[config.mk]
export PLATFORM = sky130hd
export DESIGN_NAME = telemetry_packet_deframer
export DESIGN_NICKNAME = d
export VERILOG_FILES = /design/src/sv/tpd_pkg.sv /design/src/sv/tpd_crc16.sv /design/src/sv/tpd_parser.sv /design/src/sv/telemetry_packet_deframer.sv
export SDC_FILE = /design/constraint.sdc
export NUM_CORES = 1
export LEC_CHECK = 0
export ABC_AREA = 1
export BUFFER_PORTS_ARGS = -buffer_cell sky130_fd_sc_hd__buf_2
export CAP_MARGIN = 20
export CORE_MARGIN = 2
export CORE_UTILIZATION = 45
export DETAILED_ROUTE_END_ITERATION = 6
export GPL_ROUTABILITY_DRIVEN = 0
export PLACE_DENSITY = 0.7
export REMOVE_ABC_BUFFERS = 1
export SYNTH_ARGS = -nofsm -noshare
export SYNTH_HDL_FRONTEND = slang
export SYNTH_SLANG_ARGS = --single-unit
[constraint.sdc]
create_clock -name clk -period 22.1 [get_ports clk]
set_input_delay 1.105 -clock clk [delete_from_list [all_inputs] [get_ports clk]]
set_output_delay 1.105 -clock clk [all_outputs]
set_load 0.02 [all_outputs]
[src/sv/tpd_pkg.sv]
// Shared types and codes for the telemetry packet deframer.
// No dependencies; imported by tpd_crc16, tpd_parser and telemetry_packet_deframer.
package tpd_pkg;

  localparam int ID_LEN_DEF = 16;

  localparam logic [15:0] CRC_INIT = 16'hFFFF;
  localparam logic [15:0] CRC_POLY = 16'hA001;

  typedef enum logic [1:0] {
    KIND_ID   = 2'd0,
    KIND_PAY  = 2'd1,
    KIND_NONE = 2'd2
  } kind_t;

  typedef enum logic [1:0] {
    ST_OK    = 2'd0,
    ST_BAD   = 2'd1,
    ST_ABORT = 2'd2
  } status_t;

  // One result transaction as handed from the parser to the output register
  typedef struct packed {
    logic [7:0]         data_byte;
    kind_t              byte_kind;
    logic signed [31:0] packet_type;
    logic signed [31:0] payload_length;
    logic               last;
    status_t            status;
  } res_t;

endpackage

[src/sv/tpd_crc16.sv]
// Byte-wide CRC-16/MODBUS update (reflected polynomial, no final xor).
// Depends on tpd_pkg for the polynomial constant.
module tpd_crc16 (
  input  logic [15:0] crc_in,
  input  logic [7:0]  data_in,
  output logic [15:0] crc_out
);
  import tpd_pkg::*;

  // Fold in the byte, then shift out eight bits
  always_comb begin
    logic [15:0] c;
    c = crc_in ^ {8'h00, data_in};
    for (int k = 0; k < 8; k++) begin
      if (c[0]) begin
        c = (c >> 1) ^ CRC_POLY;
      end else begin
        c = c >> 1;
      end
    end
    crc_out = c;
  end

endmodule

[src/sv/tpd_parser.sv]
// Packet header parser and sequencer: holds phase, counters, header words and CRC.
// Depends on tpd_pkg and tpd_crc16.
module tpd_parser #(
  parameter int ID_LEN = tpd_pkg::ID_LEN_DEF
) (
  input  logic        clk,
  input  logic        rst_n,
  input  logic        step,
  input  logic [7:0]  rx_byte,
  input  logic        abort,
  output logic        res_valid,
  output tpd_pkg::res_t res
);
  import tpd_pkg::*;

  typedef enum logic [2:0] {
    PH_TYPE = 3'd0,
    PH_LEN  = 3'd1,
    PH_CRC  = 3'd2,
    PH_ID   = 3'd3,
    PH_PAY  = 3'd4
  } phase_t;

  phase_t      phase_r, phase_nxt;
  logic [31:0] cnt_r, cnt_nxt;
  logic [31:0] type_r, type_nxt;
  logic [31:0] len_r, len_nxt;
  logic [15:0] exp_crc_r, exp_crc_nxt;
  logic [15:0] crc_r, crc_nxt;
  logic [15:0] crc_upd;
  logic        phase_ok;
  logic        start;
  logic [31:0] cnt_inc;
  logic        len_pos;

  tpd_crc16 u_crc (
    .crc_in  (crc_r),
    .data_in (rx_byte),
    .crc_out (crc_upd)
  );

  assign phase_ok = (phase_r == PH_TYPE) || (phase_r == PH_LEN) || (phase_r == PH_CRC) ||
                    (phase_r == PH_ID) || (phase_r == PH_PAY);
  // Start of a new packet: first type byte, or a stray phase code
  assign start    = !phase_ok || ((phase_r == PH_TYPE) && (cnt_r == 32'd0));
  assign cnt_inc  = (start ? 32'd0 : cnt_r) + 32'd1;
  assign len_pos  = !len_r[31] && (len_r != 32'd0);

  // Next state and result for one accepted byte
  always_comb begin
    phase_nxt   = phase_r;
    cnt_nxt     = cnt_r;
    type_nxt    = type_r;
    len_nxt     = len_r;
    exp_crc_nxt = exp_crc_r;
    crc_nxt     = crc_r;
    res_valid   = 1'b0;
    res.data_byte      = rx_byte;
    res.byte_kind      = KIND_ID;
    res.packet_type    = type_r;
    res.payload_length = len_r;
    res.last           = 1'b0;
    res.status         = ST_OK;
    if (step) begin
      if (abort) begin
        if (!start) begin
          res_valid      = 1'b1;
          res.data_byte  = 8'h00;
          res.byte_kind  = KIND_NONE;
          res.last       = 1'b1;
          res.status     = ST_ABORT;
          phase_nxt   = PH_TYPE;
          cnt_nxt     = 32'd0;
          type_nxt    = 32'd0;
          len_nxt     = 32'd0;
          exp_crc_nxt = 16'd0;
          crc_nxt     = CRC_INIT;
        end else begin
          phase_nxt = PH_TYPE;
          cnt_nxt   = 32'd0;
        end
      end else begin
        unique case (phase_r)
          PH_LEN: begin
            len_nxt = {len_r[23:0], rx_byte};
            if (cnt_inc >= 32'd4) begin
              phase_nxt = PH_CRC;
              cnt_nxt   = 32'd0;
            end else begin
              cnt_nxt = cnt_inc;
            end
          end
          PH_CRC: begin
            exp_crc_nxt = {exp_crc_r[7:0], rx_byte};
            if (cnt_inc >= 32'd2) begin
              phase_nxt = PH_ID;
              cnt_nxt   = 32'd0;
              crc_nxt   = CRC_INIT;
            end else begin
              cnt_nxt = cnt_inc;
            end
          end
          PH_ID: begin
            res_valid = 1'b1;
            if (cnt_inc >= 32'(ID_LEN)) begin
              cnt_nxt = 32'd0;
              if (!len_pos) begin
                res.last    = 1'b1;
                phase_nxt   = PH_TYPE;
                type_nxt    = 32'd0;
                len_nxt     = 32'd0;
                exp_crc_nxt = 16'd0;
                crc_nxt     = CRC_INIT;
              end else begin
                phase_nxt = PH_PAY;
              end
            end else begin
              cnt_nxt = cnt_inc;
            end
          end
          PH_PAY: begin
            res_valid     = 1'b1;
            res.byte_kind = KIND_PAY;
            crc_nxt       = crc_upd;
            if (cnt_inc >= len_r) begin
              res.last    = 1'b1;
              res.status  = (crc_upd == exp_crc_r) ? ST_OK : ST_BAD;
              phase_nxt   = PH_TYPE;
              cnt_nxt     = 32'd0;
              type_nxt    = 32'd0;
              len_nxt     = 32'd0;
              exp_crc_nxt = 16'd0;
              crc_nxt     = CRC_INIT;
            end else begin
              cnt_nxt = cnt_inc;
            end
          end
          default: begin
            // Type phase, also taken for stray phase codes
            type_nxt  = {(start ? 24'd0 : type_r[23:0]), rx_byte};
            if (start) begin
              len_nxt     = 32'd0;
              exp_crc_nxt = 16'd0;
              crc_nxt     = CRC_INIT;
            end
            if (cnt_inc >= 32'd4) begin
              phase_nxt = PH_LEN;
              cnt_nxt   = 32'd0;
            end else begin
              phase_nxt = PH_TYPE;
              cnt_nxt   = cnt_inc;
            end
          end
        endcase
      end
    end
  end

  // Hold parser state
  always_ff @(posedge clk) begin
    if (!rst_n) begin
      phase_r   <= PH_TYPE;
      cnt_r     <= 32'd0;
      type_r    <= 32'd0;
      len_r     <= 32'd0;
      exp_crc_r <= 16'd0;
      crc_r     <= CRC_INIT;
    end else begin
      phase_r   <= phase_nxt;
      cnt_r     <= cnt_nxt;
      type_r    <= type_nxt;
      len_r     <= len_nxt;
      exp_crc_r <= exp_crc_nxt;
      crc_r     <= crc_nxt;
    end
  end

endmodule

[src/sv/telemetry_packet_deframer.sv]
// Telemetry packet deframer: an accepted byte's result shows in the next cycle.
// One byte per cycle unless out_ready stalls; parser next state and byte-wide CRC update
// are combinational, and the output register takes a new result while the last is taken.
// Reset (rst_n, synchronous): parser waits for a type word, CRC at 0xFFFF, no result held.
// Depends on tpd_pkg and tpd_parser.
module telemetry_packet_deframer #(
  parameter int ID_LEN = tpd_pkg::ID_LEN_DEF
) (
  input  logic               clk,
  input  logic               rst_n,
  input  logic               in_valid,
  output logic               in_ready,
  input  logic [7:0]         in_rx_byte,
  input  logic               in_abort,
  output logic               out_valid,
  input  logic               out_ready,
  output logic [7:0]         out_data_byte,
  output logic [1:0]         out_byte_kind,
  output logic signed [31:0] out_packet_type,
  output logic signed [31:0] out_payload_length,
  output logic               out_last,
  output logic [1:0]         out_status
);
  import tpd_pkg::*;

  logic step;
  logic res_valid;
  res_t res;
  logic out_valid_r;
  res_t out_res_r;

  // Accept whenever the output register is free or being emptied
  assign in_ready = !out_valid_r || out_ready;
  assign step     = in_valid && in_ready;

  tpd_parser #(
    .ID_LEN (ID_LEN)
  ) u_parser (
    .clk       (clk),
    .rst_n     (rst_n),
    .step      (step),
    .rx_byte   (in_rx_byte),
    .abort     (in_abort),
    .res_valid (res_valid),
    .res       (res)
  );

  // Hold the result until the transaction completes
  always_ff @(posedge clk) begin
    if (!rst_n) begin
      out_valid_r <= 1'b0;
    end else if (step) begin
      out_valid_r <= res_valid;
    end else if (out_ready) begin
      out_valid_r <= 1'b0;
    end
  end

  always_ff @(posedge clk) begin
    if (step && res_valid) begin
      out_res_r <= res;
    end
  end

  assign out_valid          = out_valid_r;
  assign out_data_byte      = out_res_r.data_byte;
  assign out_byte_kind      = out_res_r.byte_kind;
  assign out_packet_type    = out_res_r.packet_type;
  assign out_payload_length = out_res_r.payload_length;
  assign out_last           = out_res_r.last;
  assign out_status         = out_res_r.status;

`ifndef NO_ASSERTIONS
  a_abort_report: assert property (@(posedge clk) disable iff (!rst_n)
    out_valid && (out_byte_kind == KIND_NONE) |-> out_last && (out_status == ST_ABORT))
    else $error("abort report without last or aborted status");

  a_mid_status: assert property (@(posedge clk) disable iff (!rst_n)
    out_valid && !out_last |-> (out_status == ST_OK))
    else $error("status set on a non-final result");

  a_pay_len: assert property (@(posedge clk) disable iff (!rst_n)
    out_valid && (out_byte_kind == KIND_PAY) |-> (out_payload_length > 0))
    else $error("payload byte with non-positive length");

  a_no_result_kept: assert property (@(posedge clk) disable iff (!rst_n)
    out_valid && out_ready && !in_valid |=> !out_valid)
    else $error("result repeated after completed transaction");
`endif

endmodule

==> impl_metrics.ini, run 1 <==
[clock_network]
clkSinkCount = 209
hold_buffers = 0
cts_tree = done
clk_pin_slew_ns = 0.07
clockBufferDepth = 3
cts_buffers = 22
cts_resized = 0
htreeDepth = 1
post_cts_buffers = 0
root_buffer = clkbuf_16
clock_latency_ns = 0.53

[grt]
grt-busiest-layer = met2
gr-usage-met2_pct = 34.7
grt_first_pass_wirelength_mm = 48.2
track_usage_pct = 21.9
grtUsageMet1_pct = 30.1
antenna_found_initial = 0
grt.overflow.total = 0
grt_pass1_vias = 9539
gr-usage-met3_pct = 3.42
grt_max_degree = 73

[place]
placedCellCount = 1882
io_buffers = 91
dp_hpwl_mm = 20.8
placed_cell_area_mm2 = 0.0122

[detailed_routing]
drc = 0
ant_nets = 0
viasPerCell = 5.34
wirelength_mm = 29.6
drtIter0Drc = 694
dr_total_vias = 10272
wire_per_inst_um = 15.4
dr.pass1.iters = 5

[cells_and_area]
drive_above_1_share_pct = 18.3
antenna_cells = 0
finalNonFillerCells = 1924
final_area_mm2 = 0.0130
final_cell_mix = nand2_1 (336), nor2_1 (178), inv_1 (166)
nets = 1625
finish.utilization_pct = 51.5
final_common_cell = nand2_1
syn2layout_area_growth_pct = 11.5

[timing]
tns_ns = 0
finalClockSkew_ns = 0.0175
max_slew_margin_pct = 27.3
rsz0062_at_grt = no
period_share_pct = 29.0
hold_violations = 0
maxSlewViolCount = 0
tightest_slew_ns = 1.09
setup_viol = 0
clock.fmax_mhz = 156
finalCriticalPeriod_ns = 6.41
holdWs_ns = 0.429

[logic_synthesis]
ys_seq_elements = 209
synth_area_mm2 = 0.0117
ys_types = 46
synth_cells = 1523
synth-seq-area-share_pct = 42.4
synth_warnings = 0
synth_edf_count = 77
synth_async_sr_flop_share_pct = 0
syn_area_per_cell_um2 = 7.67
yosysTopAreaCell = dfxtp_1
synth_area_leaders = dfxtp_1 (23%), edfxtp_1 (20%), nand2_1 (11%), nand3_1 (6.1%), nor2_1 (5.7%)
netlist.area_leader.share_pct = 22.6
synth-main-ff-cell = dfxtp_1

[flow_run]
cap_viol_max_count = 0

[setup_path]
startpoint_type = flop
crit_top_cell = nand2_1
path_max_fanout = 56
cpPeakStageDelay_ns = 0.79
path_class = reg2reg
crit_slowest_cell = nor2_2
critPathRequiredTime_ns = 22.52
end_kind = flop
cp.arrival_ns = 6.83

[floorplan]
chipHeight_um = 165
ios = 92
fp.coreArea_mm2 = 0.0253
rows = 58
chipWidth_um = 165
initial_core_util_pct = 46.1
dieArea_mm2 = 0.0273

[pwr]
peakVddDrop_mv = 0.0585
p_leak_uw = 0.00543
p_per_area_mw_per_mm2 = 77.4

[outcome]
status = finished clean

[worst_hold_path]
hp-class = reg2reg
-- critical path, delay by kind of cell (launching register included) --
kind	cells	cell delay, ns
buf+inv	3	1.01
flops	1	0.50
fa+ha+maj	2	0.50
compound gates	4	0.66
simple gates	23	3.62
-- cell usage after synthesis, drive strengths merged (4+ instances only) --
cell / number
nand3: 147
nor3: 40
nand3b: 12
o22ai: 4
nor4: 9
o21ai: 10
nand4: 40
xnor2: 14
nor2: 196
nand2: 393
buf: 37
clkbuf: 30
edfxtp: 77
ha: 34
xor2: 16
a211oi: 4
dfxtp: 132
inv: 174
a21oi: 133
clkinv: 7
-- path summary, 6_finish.rpt --
kind | to | slack, ns | startpoint | cells after the start
worst min register to register | out_packet_type[23] | 0.43 | u_parser.type_r[23] | 0
worst max register to register | u_parser.exp_crc_r[6] | 15.69 | u_parser.cnt_r[16] | 32
worst max-delay path | u_parser.exp_crc_r[6] | 15.69 | u_parser.cnt_r[16] | 32
worst min-delay path | out_packet_type[23] | 0.43 | u_parser.type_r[23] | 0
-- metal layers --
| metal | routed length (um) | share of wire, % |
|---|---|---|
| met3 | 2020 | 6.8 |
| met5 | 0 | 0 |
| met2 | 13200 | 45 |
| met1 | 13300 | 45 |
| met4 | 1060 | 3.6 |
-- final cells by class --
| type | instances | area, um2 |
|---|---|---|
| Fill cell | 2425 | 12300 |
| Multi-Input combinational cell | 1064 | 5640 |
| Sequential cell | 209 | 4950 |
| Inverter | 181 | 681 |
| Clock buffer | 23 | 564 |
| Timing Repair Buffer | 100 | 543 |
| Tap cell | 330 | 413 |
| Clock inverter | 17 | 236 |
-- where the power goes --
group / switching, uW / internal [uW] / leakage (uW) / total, uW
Sequential: 9.97 / 422 / 0.00180 / 432
Clock: 160 / 246 / 0.000390 / 405
Combinational: 124 / 46.6 / 0.00324 / 171
Total: 294 / 715 / 0.00543 / 1010
-- registers in the layout, indices dropped and copies added (netlist names) --
signal and flops:
out_packet_type 32, out_payload_length 32, u_parser.cnt_r 32, u_parser.len_r 32
u_parser.type_r 32, u_parser.crc_r 16, u_parser.exp_crc_r 16, out_data_byte 8
u_parser.phase_r 3, out_byte_kind 2, out_status 2, out_last 1
out_valid 1
-- stage by stage --
| stage | worst slack [ns] | total power [uW] |
|---|---|---|
| floorplan | 13.67 | 563 |
| global placement | 15.37 | 606 |
| detailed placement | 15.29 | 609 |
| CTS | 15.23 | 1020 |
| global route | 15.00 | 1050 |
| finish | 15.69 | 1010 |
-- cell families after synthesis --
family | share of synthesized area, %
xor+xnor | 2.38
buf+inv | 9.56
flops | 42.4
compound gates | 9.04
fa+ha+maj | 3.64
simple gates | 33.0
No activity file was read; power rests on OpenSTA's default activity.
==> inputs of run 2 (changes only) <==
==> constraint.sdc (replaced) <==
create_clock -name clk -period 6.4 [get_ports clk]
set_input_delay 0.32 -clock clk [delete_from_list [all_inputs] [get_ports clk]]
set_output_delay 0.32 -clock clk [all_outputs]
set_load 0.02 [all_outputs]
==> run 2 against run 1 <==
  * Setup slack got worse by 15 ns
  * Sequential cell count did not move
  * Global-route usage fell by 0.50 points
  * Critical path depth rose by 2
  * Critical endpoint is now u_parser.exp_crc_r[2]
==> impl_metrics.ini, run 2 (synthesis gave the netlist of run 1 again) <==
[outcome]
status = finished clean

[setup_path]
cp.arrival_ns = 5.86
crit_slowest_cell = dfxtp_1
path_max_fanout = 33
startpoint_type = flop
cp_top_family = simple AND/OR/NAND/NOR gates
cpPeakStageDelay_ns = 0.46
r2r_start = u_parser.cnt_r[27]
path_buf_inv = 4
critPathRequiredTime_ns = 6.81
crit_start = u_parser.cnt_r[27]
end_kind = flop
crit_top_cell = nand2_1
path_class = reg2reg

[floorplan]
chipWidth_um = 165
dieArea_mm2 = 0.0273
fp.coreArea_mm2 = 0.0253
rows = 58
chipHeight_um = 165
initial_core_util_pct = 46.1
ios = 92

[grt]
track_usage_pct = 21.4
grt.overflow.total = 0
antenna_found_initial = 0
grt_max_degree = 73
grt_pass1_vias = 9328
grt_first_pass_wirelength_mm = 47.3

[detailed_routing]
dr.pass1.iters = 7
dr_total_vias = 10220
ant_nets = 0
viasPerCell = 5.30
wirelength_mm = 29.3
wire_per_inst_um = 15.2
drc = 0
drtIter0Drc = 841

[clock_network]
clockBufferDepth = 3
cts_tree = done
clock_latency_ns = 0.53
post_cts_buffers = 0
root_buffer = clkbuf_16
cts_resized = 0
cts_buffers = 23
clkSinkCount = 209
clk_pin_slew_ns = 0.06
hold_buffers = 0
htreeDepth = 1

[cells_and_area]
fillers = 2391
final_area_mm2 = 0.0130
nets = 1628
final_common_cell = nand2_1
syn2layout_area_growth_pct = 11.5
drive_above_1_share_pct = 18.1
antenna_cells = 0
final_cell_mix = nand2_1 (336), nor2_1 (178), inv_1 (166)

[place]
dp_hpwl_mm = 20.9
placed_cell_area_mm2 = 0.0122
io_buffers = 91

[timing]
hold_violations = 0
maxSlewViolCount = 0
clock.fmax_mhz = 183
finalCriticalPeriod_ns = 5.46
max_slew_margin_pct = 31.9
rsz0062_at_grt = no
period_share_pct = 85.3
finalClockSkew_ns = 0.0196
tightest_slew_ns = 1.02
holdWs_ns = 0.128
setup_viol = 0

[pwr]
p_clk_share_pct = 40.1
p_leak_uw = 0.00544
pwr-share-comb_pct = 17.0
p_sw_share_pct = 29.0
internal_power_uw = 2470
peakVddDrop_mv = 0.209
fin_total_pwr_uw = 3480
power_frac_seq_pct = 42.8
p_per_area_mw_per_mm2 = 267
p_switching_uw = 1010

[worst_hold_path]
min_from = in_rx_byte[2]
hp-class = in2reg

[flow_run]
cap_viol_max_count = 0
[run 2: cell count changes in the layout (fill, tap and decap cells not counted)]
cell        change
buf_16          -1
buf_4           +3
bufinv_16       -1
clkbuf_1        +4
clkbuf_16       +1
clkbuf_8        +1
clkinv_1        +1
clkinv_2        -1
clkinv_8        -1
clkinvlp_4      -2
inv_16          +1
inv_6           -1
[run 2: tightest hold or removal path, stage by stage]
cell and delay (ns):
buf_2 0.13, a21oi_1 0.07, nor2_1 0.08
[run 2: layout make-up]
cell class | count | area (um2) | share of cell area (%)
Sequential cell | 209 | 4950 | 38.0
Timing Repair Buffer | 102 | 538 | 4.13
Inverter | 181 | 681 | 5.22
Tap cell | 330 | 413 | 3.17
Clock buffer | 29 | 618 | 4.74
Multi-Input combinational cell | 1064 | 5640 | 43.3
Clock inverter | 13 | 185 | 1.42
[run 2: worst paths after layout]
path | to | slack, ns | depth (start not counted)
worst min-delay path | u_parser.exp_crc_r[2] | 0.13 | 3
worst max-delay path | u_parser.exp_crc_r[2] | 0.94 | 34
worst max register to register | u_parser.exp_crc_r[2] | 0.94 | 34
worst min register to register | out_packet_type[28] | 0.43 | 0
[run 2: power by group through the flow]
stage	logic, uW	clock network (uW)	registers [uW]
5_1_grt	653	1480	1500
3_5_place_dp	590	0	1520
3_3_place_gp	580	0	1520
4_1_cts	594	1430	1490
6_report	593	1400	1490
2_1_floorplan	377	0	1570
[run 2: layer usage]
| layer | global-route usage [%] | share of wire [%] |
|---|---|---|
| met1 | 30.5 | 46 |
| met2 | 33.7 | 45 |
| met3 | 3.12 | 7.1 |
| met4 | 6.32 | 2.2 |
| met5 | 0 | 0 |
[run 2: per-stage QoR]
step,worst slack (ns),std cells,util [%],setup TNS (ns)
after global routing,0.408,1928,51.4,0
after detailed placement,1.08,1886,48.3,0
final,0.944,1928,51.4,0
after floorplan,-1.30,1454,-,-101.18
after CTS,1.05,1928,51.4,0
after global placement,1.18,1886,48.3,0
